<file path="config.mk">
export PLATFORM = sky130hd
export DESIGN_NAME = rgb_color_grade_gain_bias_sepia_core
export DESIGN_NICKNAME = d
export VERILOG_FILES = /design/src/rtl/core/rgbcg_pkg.sv /design/src/rtl/core/rgb_color_grade_gain_bias_sepia_core.sv
export SDC_FILE = /design/constraint.sdc
export NUM_CORES = 2
export LEC_CHECK = 0
export ABC_AREA = 1
export BUFFER_PORTS_ARGS = -buffer_cell sky130_fd_sc_hd__buf_2
export CORE_ASPECT_RATIO = 0.75
export CORE_MARGIN = 2
export CORE_UTILIZATION = 30
export DETAILED_ROUTE_END_ITERATION = 7
export PLACE_DENSITY = 0.46
export SYNTH_ARGS = -nofsm -noshare
export SYNTH_HDL_FRONTEND = slang
export SYNTH_SLANG_ARGS = --single-unit
</file>
<file path="constraint.sdc">
create_clock -name clk_i -period 7.6 [get_ports clk_i]
set_input_delay 0.76 -clock clk_i [delete_from_list [all_inputs] [get_ports clk_i]]
set_output_delay 0.76 -clock clk_i [all_outputs]
set_load 0.02 [all_outputs]
</file>
<file path="src/rtl/core/rgbcg_pkg.sv">
package rgbcg_pkg;

  // Register map, word index = paddr[4:2]
  typedef enum logic [2:0] {
    REG_GRADE_MODE = 3'd0,
    REG_RED_GAIN   = 3'd1,
    REG_RED_BIAS   = 3'd2,
    REG_GREEN_GAIN = 3'd3,
    REG_GREEN_BIAS = 3'd4,
    REG_BLUE_GAIN  = 3'd5,
    REG_BLUE_BIAS  = 3'd6
  } reg_idx_e;

  // Grade modes; code three behaves as bypass
  typedef enum logic [1:0] {
    MODE_BYPASS = 2'd0,
    MODE_CURVE  = 2'd1,
    MODE_SEPIA  = 2'd2
  } grade_mode_e;

  localparam int unsigned PIX_W  = 8;
  localparam int unsigned GAIN_W = 11;
  localparam int unsigned BIAS_W = 9;
  localparam int unsigned NUM_W  = 20;  // dividend before /1000, max 522485
  localparam int unsigned QUO_W  = 10;  // quotient after /1000, max 522
  localparam int unsigned SUM_W  = 12;  // signed sums ahead of saturation

  localparam logic [GAIN_W-1:0] GAIN_RESET = GAIN_W'(1000);

  // n/1000 == (n * RECIP_M) >> RECIP_SHIFT for every n below 2^NUM_W
  localparam int unsigned RECIP_W     = 21;
  localparam int unsigned RECIP_SHIFT = 30;
  localparam logic [RECIP_W-1:0] RECIP_M = RECIP_W'(1073742);
  localparam int unsigned PROD_W = NUM_W + RECIP_W;

  localparam logic [NUM_W-1:0] HALF_UNIT = NUM_W'(500);

  // Sepia weights in thousandths
  localparam logic [NUM_W-1:0] W_RR = NUM_W'(393);
  localparam logic [NUM_W-1:0] W_RG = NUM_W'(769);
  localparam logic [NUM_W-1:0] W_RB = NUM_W'(189);
  localparam logic [NUM_W-1:0] W_GR = NUM_W'(349);
  localparam logic [NUM_W-1:0] W_GG = NUM_W'(686);
  localparam logic [NUM_W-1:0] W_GB = NUM_W'(168);
  localparam logic [NUM_W-1:0] W_BR = NUM_W'(272);
  localparam logic [NUM_W-1:0] W_BG = NUM_W'(534);
  localparam logic [NUM_W-1:0] W_BB = NUM_W'(131);

endpackage

</file>
<file path="src/rtl/core/rgb_color_grade_gain_bias_sepia_core.sv">
// Channel   Handshake                   Payload
// --------  --------------------------  ------------------------------------------
// in        in_valid_i / in_ready_o     red_in_i green_in_i blue_in_i alpha_in_i
//                                       frame_end_in_i
// out       out_valid_o / out_ready_i   red_out_o green_out_o blue_out_o alpha_out_o
//                                       frame_end_out_o
// cfg       APB psel_i/penable_i        paddr_i pwdata_i prdata_o, pready_o tied high
//
// One word per cycle sustained while out_ready_i is held high.
// The four register stages are: input, multiply by gain or sepia weight, divide by
// 1000 through a reciprocal multiply, add bias and saturate into the output register.
// Reset clears the stage valid bits and loads the register defaults (gains 1000).
// Stall: each stage holds while its successor is full and blocked, so a bubble
// anywhere is squeezed out; in_ready_o drops only once all four stages hold a word.
module rgb_color_grade_gain_bias_sepia_core (
  input  logic                          clk_i,
  input  logic                          rst_ni,
  // pixel in
  input  logic                          in_valid_i,
  output logic                          in_ready_o,
  input  logic [rgbcg_pkg::PIX_W-1:0]   red_in_i,
  input  logic [rgbcg_pkg::PIX_W-1:0]   green_in_i,
  input  logic [rgbcg_pkg::PIX_W-1:0]   blue_in_i,
  input  logic [rgbcg_pkg::PIX_W-1:0]   alpha_in_i,
  input  logic                          frame_end_in_i,
  // pixel out
  output logic                          out_valid_o,
  input  logic                          out_ready_i,
  output logic [rgbcg_pkg::PIX_W-1:0]   red_out_o,
  output logic [rgbcg_pkg::PIX_W-1:0]   green_out_o,
  output logic [rgbcg_pkg::PIX_W-1:0]   blue_out_o,
  output logic [rgbcg_pkg::PIX_W-1:0]   alpha_out_o,
  output logic                          frame_end_out_o,
  // register port
  input  logic                          psel_i,
  input  logic                          penable_i,
  input  logic                          pwrite_i,
  input  logic [4:0]                    paddr_i,
  input  logic [31:0]                   pwdata_i,
  output logic [31:0]                   prdata_o,
  output logic                          pready_o
);
  import rgbcg_pkg::*;

  // ---------------------------------------------------------------------------
  // Configuration registers
  // ---------------------------------------------------------------------------
  logic [1:0]        mode_q;
  logic [GAIN_W-1:0] gain_q [3];
  logic [BIAS_W-1:0] bias_q [3];
  logic              cfg_wr;
  reg_idx_e          cfg_idx;

  assign pready_o = 1'b1;
  assign cfg_wr   = psel_i & penable_i & pwrite_i;
  assign cfg_idx  = reg_idx_e'(paddr_i[4:2]);

  always_ff @(posedge clk_i or negedge rst_ni) begin
    if (!rst_ni) begin
      mode_q  <= MODE_BYPASS;
      gain_q[0] <= GAIN_RESET;
      gain_q[1] <= GAIN_RESET;
      gain_q[2] <= GAIN_RESET;
      bias_q[0] <= '0;
      bias_q[1] <= '0;
      bias_q[2] <= '0;
    end else if (cfg_wr) begin
      unique case (cfg_idx)
        REG_GRADE_MODE: mode_q    <= pwdata_i[1:0];
        REG_RED_GAIN:   gain_q[0] <= pwdata_i[GAIN_W-1:0];
        REG_RED_BIAS:   bias_q[0] <= pwdata_i[BIAS_W-1:0];
        REG_GREEN_GAIN: gain_q[1] <= pwdata_i[GAIN_W-1:0];
        REG_GREEN_BIAS: bias_q[1] <= pwdata_i[BIAS_W-1:0];
        REG_BLUE_GAIN:  gain_q[2] <= pwdata_i[GAIN_W-1:0];
        REG_BLUE_BIAS:  bias_q[2] <= pwdata_i[BIAS_W-1:0];
        default: ;  // unmapped word, write dropped
      endcase
    end
  end

  always_comb begin
    prdata_o = '0;
    unique case (cfg_idx)
      REG_GRADE_MODE: prdata_o = 32'(mode_q);
      REG_RED_GAIN:   prdata_o = 32'(gain_q[0]);
      REG_RED_BIAS:   prdata_o = 32'(bias_q[0]);
      REG_GREEN_GAIN: prdata_o = 32'(gain_q[1]);
      REG_GREEN_BIAS: prdata_o = 32'(bias_q[1]);
      REG_BLUE_GAIN:  prdata_o = 32'(gain_q[2]);
      REG_BLUE_BIAS:  prdata_o = 32'(bias_q[2]);
      default:        prdata_o = '0;
    endcase
  end

  // ---------------------------------------------------------------------------
  // Pipeline control: a stage loads when it is empty or its contents move on
  // ---------------------------------------------------------------------------
  logic s1_vld_q, s2_vld_q, s3_vld_q, out_vld_q;
  logic s1_en, s2_en, s3_en, out_en;

  assign out_en = ~out_vld_q | out_ready_i;
  assign s3_en  = ~s3_vld_q  | out_en;
  assign s2_en  = ~s2_vld_q  | s3_en;
  assign s1_en  = ~s1_vld_q  | s2_en;

  assign in_ready_o  = s1_en;
  assign out_valid_o = out_vld_q;

  always_ff @(posedge clk_i or negedge rst_ni) begin
    if (!rst_ni) begin
      s1_vld_q  <= 1'b0;
      s2_vld_q  <= 1'b0;
      s3_vld_q  <= 1'b0;
      out_vld_q <= 1'b0;
    end else begin
      if (s1_en)  s1_vld_q  <= in_valid_i;
      if (s2_en)  s2_vld_q  <= s1_vld_q;
      if (s3_en)  s3_vld_q  <= s2_vld_q;
      if (out_en) out_vld_q <= s3_vld_q;
    end
  end

  // ---------------------------------------------------------------------------
  // Stage 1: input register
  // ---------------------------------------------------------------------------
  logic [PIX_W-1:0] s1_pix_q [3];
  logic [PIX_W-1:0] s1_alpha_q;
  logic             s1_fe_q;

  always_ff @(posedge clk_i) begin
    if (s1_en) begin
      s1_pix_q[0] <= red_in_i;
      s1_pix_q[1] <= green_in_i;
      s1_pix_q[2] <= blue_in_i;
      s1_alpha_q  <= alpha_in_i;
      s1_fe_q     <= frame_end_in_i;
    end
  end

  // ---------------------------------------------------------------------------
  // Stage 2: dividends. Slots 0..2 carry the rounded curve product per channel
  // or the three rounded sepia red terms; slots 3, 4 carry sepia green/blue.
  // ---------------------------------------------------------------------------
  logic [NUM_W-1:0] s2_num_d [5];
  logic [NUM_W-1:0] s2_num_q [5];
  logic [PIX_W-1:0] s2_pix_q [3];
  logic [PIX_W-1:0] s2_alpha_q;
  logic             s2_fe_q;
  logic [NUM_W-1:0] r_w, g_w, b_w;

  assign r_w = NUM_W'(s1_pix_q[0]);
  assign g_w = NUM_W'(s1_pix_q[1]);
  assign b_w = NUM_W'(s1_pix_q[2]);

  always_comb begin
    if (mode_q == MODE_CURVE) begin
      for (int c = 0; c < 3; c++) begin
        s2_num_d[c] = NUM_W'(gain_q[c]) * NUM_W'(s1_pix_q[c]) + HALF_UNIT;
      end
    end else begin
      s2_num_d[0] = r_w * W_RR + HALF_UNIT;
      s2_num_d[1] = g_w * W_RG + HALF_UNIT;
      s2_num_d[2] = b_w * W_RB + HALF_UNIT;
    end
    s2_num_d[3] = r_w * W_GR + g_w * W_GG + b_w * W_GB;
    s2_num_d[4] = r_w * W_BR + g_w * W_BG + b_w * W_BB;
  end

  always_ff @(posedge clk_i) begin
    if (s2_en) begin
      s2_num_q   <= s2_num_d;
      s2_pix_q   <= s1_pix_q;
      s2_alpha_q <= s1_alpha_q;
      s2_fe_q    <= s1_fe_q;
    end
  end

  // ---------------------------------------------------------------------------
  // Stage 3: divide by 1000 via reciprocal multiply
  // ---------------------------------------------------------------------------
  logic [PROD_W-1:0] s3_prod [5];
  logic [QUO_W-1:0]  s3_quo_q [5];
  logic [PIX_W-1:0]  s3_pix_q [3];
  logic [PIX_W-1:0]  s3_alpha_q;
  logic              s3_fe_q;

  always_comb begin
    for (int k = 0; k < 5; k++) begin
      s3_prod[k] = PROD_W'(s2_num_q[k]) * PROD_W'(RECIP_M);
    end
  end

  always_ff @(posedge clk_i) begin
    if (s3_en) begin
      for (int k = 0; k < 5; k++) begin
        s3_quo_q[k] <= s3_prod[k][RECIP_SHIFT +: QUO_W];
      end
      s3_pix_q   <= s2_pix_q;
      s3_alpha_q <= s2_alpha_q;
      s3_fe_q    <= s2_fe_q;
    end
  end

  // ---------------------------------------------------------------------------
  // Output stage: add bias / sum red terms, clamp to 0..255
  // ---------------------------------------------------------------------------
  function automatic logic [PIX_W-1:0] sat_pix(input logic signed [SUM_W-1:0] v);
    if (v < 0)                               sat_pix = '0;
    else if (v > $signed(SUM_W'(255)))       sat_pix = '1;
    else                                     sat_pix = v[PIX_W-1:0];
  endfunction

  logic signed [SUM_W-1:0] curve_sum [3];
  logic signed [SUM_W-1:0] sepia_red;
  logic [PIX_W-1:0]        pix_d [3];
  logic [PIX_W-1:0]        pix_q [3];
  logic [PIX_W-1:0]        alpha_q;
  logic                    fe_q;

  always_comb begin
    // (t+500)/1000 == round(gain*x/1000) + bias, since 1000*bias is exact
    for (int c = 0; c < 3; c++) begin
      curve_sum[c] = $signed(SUM_W'(s3_quo_q[c]))
                   + SUM_W'($signed(bias_q[c]));
    end
    sepia_red = $signed(SUM_W'(s3_quo_q[0]) + SUM_W'(s3_quo_q[1])
                        + SUM_W'(s3_quo_q[2]));
    case (mode_q)
      MODE_CURVE: begin
        for (int c = 0; c < 3; c++) pix_d[c] = sat_pix(curve_sum[c]);
      end
      MODE_SEPIA: begin
        pix_d[0] = sat_pix(sepia_red);
        pix_d[1] = sat_pix($signed(SUM_W'(s3_quo_q[3])));
        pix_d[2] = sat_pix($signed(SUM_W'(s3_quo_q[4])));
      end
      default: begin
        pix_d = s3_pix_q;  // bypass and unused mode code
      end
    endcase
  end

  always_ff @(posedge clk_i) begin
    if (out_en) begin
      pix_q   <= pix_d;
      alpha_q <= s3_alpha_q;
      fe_q    <= s3_fe_q;
    end
  end

  assign red_out_o       = pix_q[0];
  assign green_out_o     = pix_q[1];
  assign blue_out_o      = pix_q[2];
  assign alpha_out_o     = alpha_q;
  assign frame_end_out_o = fe_q;

endmodule
</file>
==> results.yml <==
cts:
  cts-hold-fix-buffers: 0
  ctsHtreeMaxLevel: 2
  clock_pin_slew_of_the_registers_on_the_worst_case_setup_and_hold_paths_ps: 70
  ctsRootBufferMaster: "sky130_fd_sc_hd__clkbuf_16"
  cts_setup_buffers: 0
  cts_tree: "yes"
  cts_inserted_buffers: 40
  clock_tree.buffer_depth: 3
  worst_skew_pair.late_latency_ps: 610
  post_cts_resize_count: 0
  cts.sink_count: 345
timing:
  final-hold-violation-count: 0
  fin_setup_tns_ps: 0
  worst_pin_slew_ps: 957
  finalWorstPathRequiredPeriod_ps: 7180
  rsz_0062_raised_after_global_routing: "no"
  final.period_utilization_pct: 94.4
  setup_viol: 0
  fmax_ghz: 0.139
  worst_slew_margin_rel_pct: 35.6
  skew_ps: 23.1
  finalMaxSlewViolations: 0
detailed_routing:
  drt_pass1_iterations: 6
  route.final.wire_length_mm: 198
  drc_violation_count_after_routing: 0
  wl_per_cell_um: 19.1
  post_drt_via_cell_ratio: 4.69
  route.antenna.remaining_nets: 0
  detailedRoute.firstIterationViolations: 3295
  dr_total_vias: 48642
setup_path:
  startpoint_type: "flip-flop"
  worst_r2r_startpoint: "g_w[6]"
  worst-endpoint-arrival_ps: 7610
  cp_common_cell: "sky130_fd_sc_hd__fa_1"
  cp-end-kind: "flip-flop"
  timing.critical_path.required_ps: 8030
  worst-path-max-fanout: 5
  timing.critical_path.slowest_cell_delay_ps: 560
  start_to_end_type_of_the_worst_setup_path: "reg -> reg"
  timing_startpoint_of_the_critical_path: "g_w[6]"
  slowest_cell_on_the_critical_path: "sky130_fd_sc_hd__fa_1"
synthesis:
  ys_ff_latch: 345
  yosysWarnings: 0
  postSynth.asyncResetShare_pct: 19.1
  ys.flop_type: "sky130_fd_sc_hd__edfxtp_1"
  synth.distinct_cells: 65
  synth_seq_area_share_pct: 15.8
  postSynthAreaPerCell_sq_um: 8.58
  synth.cell_area_sq_um: 63800
  synthesis.instances: 7436
  synth-edff-count: 279
floorplan:
  core_area_sq_um: 211000
  die_height_um: 403
  dieArea_sq_um: 216000
  boundaryPins: 145
  die_width_um: 536
  starting_utilization_of_the_core_area_pct: 30.2
  rows: 146
place:
  dp_hpwl_mm: 172
  gpl.final_weighted_congestion: 0.899
  placement.io_buffers: 99
final_layout:
  drive_gt1_share_pct: 4.75
  fill_cells: 22272
  synthToLayoutAreaGrowth_pct: 8.29
  finish.net_count: 9653
global_route:
  grt-busiest-layer: "met1"
  met3_usage_pct: 3.22
  grt_max_degree: 67
  grt_overflow: 0
  antenna_found_initial: 23
  met1_layer_usage_reported_by_global_route_pct: 29.6
  gr-usage-met2_pct: 25.8
  global_route_wire_length_before_repair_mm: 303
  grtUsageTotal_pct: 18.4
  grt_pass1_vias: 49249
status:
  run_status: "complete, no violations"
hold_path:
  hold_class: "in -> async"
run:
  max_cap_violations: 0
[cells in the mapped netlist (all sizes together) (3+ instances only)]
cell,n,area [sq um]
a21oi,420,2240
ha,1306,16300
o211ai,11,87.6
nor3,57,339
o31ai,10,75.1
and3,3,18.8
a31o,5,43.8
xnor2,43,377
or2,10,62.6
nand3b,6,45.0
o22ai,3,18.8
dfstp,18,473
nand3,220,1150
nor4,17,153
xor2,89,780
inv,1898,7120
o21a,9,67.6
clkbuf,60,226
a221oi,7,61.3
buf,50,288
a211oi,12,90.1
a22o,3,26.3
a21o,53,398
nand4,56,378
a21boi,17,139
o21bai,35,263
nand2,1242,4750
nor2,371,1480
edfxtp,279,8380
fa,745,14900
a31oi,28,181
a22oi,4,30.0
dfrtp,48,1200
o2111ai,10,87.6
o21ai,282,1420
[worst max-delay path, delay by kind of cell, from the launching register on]
family	cells	cell delay, ps
xor+xnor	1	120
flops	1	450
simple gates	8	830
fa+ha+maj	11	4850
compound gates	2	340
buf+inv	7	370
[metrics by stage]
stage | utilization (%) | hold slack (ps) | cell area [sq um] | instances | worst slack, ps
after floorplan | - | 400 | 63800 | 7456 | 497
after global placement | 32.0 | 401 | 67700 | 10295 | 349
after detailed placement | 32.0 | 405 | 67700 | 10295 | 342
after CTS | 32.7 | 262 | 69000 | 10369 | 283
after global routing | 32.7 | 287 | 69000 | 10370 | 1.66
final | 32.7 | 233 | 69100 | 10375 | 424
[sequential cells by signal, indices dropped and copies added (netlist names), 2 cells and up]
name         flops
mode_q           2
gain_q          33
s3_alpha_q       8
red_out_o        8
green_out_o      8
s2_num_q        99
s3_quo_q        50
s3_pix_q        24
r_w              8
bias_q          27
s2_alpha_q       8
blue_out_o       8
s1_alpha_q       8
g_w              8
s2_pix_q        22
alpha_out_o      8
b_w              8
[layout make-up]
class | instances | area (sq um) | area share (%)
inverter | 1898 | 7130 | 10.3
clock inverter | 29 | 319 | 0.462
sequential | 345 | 10100 | 14.6
tap | 2812 | 3520 | 5.09
multi-input combinational | 5103 | 46200 | 66.9
timing repair buffer | 137 | 783 | 1.13
antenna | 6 | 15.0 | 0.0217
clock buffer | 45 | 1040 | 1.51
[layer usage]
metal | share of wire, % | wire [um] | vias up
met5 | 0.029 | 57 | -
met4 | 1.1 | 2140 | 10
met3 | 6.5 | 12800 | 123
met2 | 39 | 77600 | 1114
met1 | 53 | 106000 | 23716
li1 | - | - | 23679
[path summary, 6_finish.rpt]
path,slack (ps),end,cells after the start
worst min-delay path,230,out_valid_o,1
worst min register to register,410,alpha_out_o[2],0
worst max register to register,420,s2_num_q[39],29
min in group clk_i,320,s1_alpha_q[5],1
max in group asynchronous,6670,gain_q[10],1
worst max-delay path,420,s2_num_q[39],29
[cell usage in the layout, fill, tap and decap left out, types with 27 or more instances in the layout]
cell and count:
sky130_fd_sc_hd__nand4_1 53, sky130_fd_sc_hd__a31oi_1 27, sky130_fd_sc_hd__buf_4 39, sky130_fd_sc_hd__o21ai_1 38, sky130_fd_sc_hd__clkbuf_16 41, sky130_fd_sc_hd__ha_1 1302
sky130_fd_sc_hd__a21o_1 53, sky130_fd_sc_hd__o21bai_1 35, sky130_fd_sc_hd__a21oi_1 390, sky130_fd_sc_hd__nand3_1 210, sky130_fd_sc_hd__fa_1 745, sky130_fd_sc_hd__nand2_1 1217
sky130_fd_sc_hd__edfxtp_1 279, sky130_fd_sc_hd__o21ai_0 243, sky130_fd_sc_hd__buf_2 98, sky130_fd_sc_hd__xnor2_1 43, sky130_fd_sc_hd__xor2_1 89, sky130_fd_sc_hd__nor2_1 353
sky130_fd_sc_hd__nor3_1 50, sky130_fd_sc_hd__inv_1 1882, sky130_fd_sc_hd__dfrtp_1 48
[cell families (layout without fill, tap and decap cells)]
group / Yosys count / after routing / share of synthesized area, %
adder cells (fa/ha/maj): 2051 / 2051 / 49.0
buffers and inverters: 2008 / 2109 / 12.0
AND/OR/NAND/NOR: 1987 / 1987 / 13.2
AO/OA/AOI/OAI: 910 / 910 / 8.21
flip-flops: 345 / 345 / 15.8
XOR/XNOR: 132 / 132 / 1.81
other: 2 / 28 / 0.0118
multiplexers: 1 / 1 / 0.0157
Power is not shown: default switching activity piles up to over one toggle a cycle in this logic, so the estimate is an artifact.
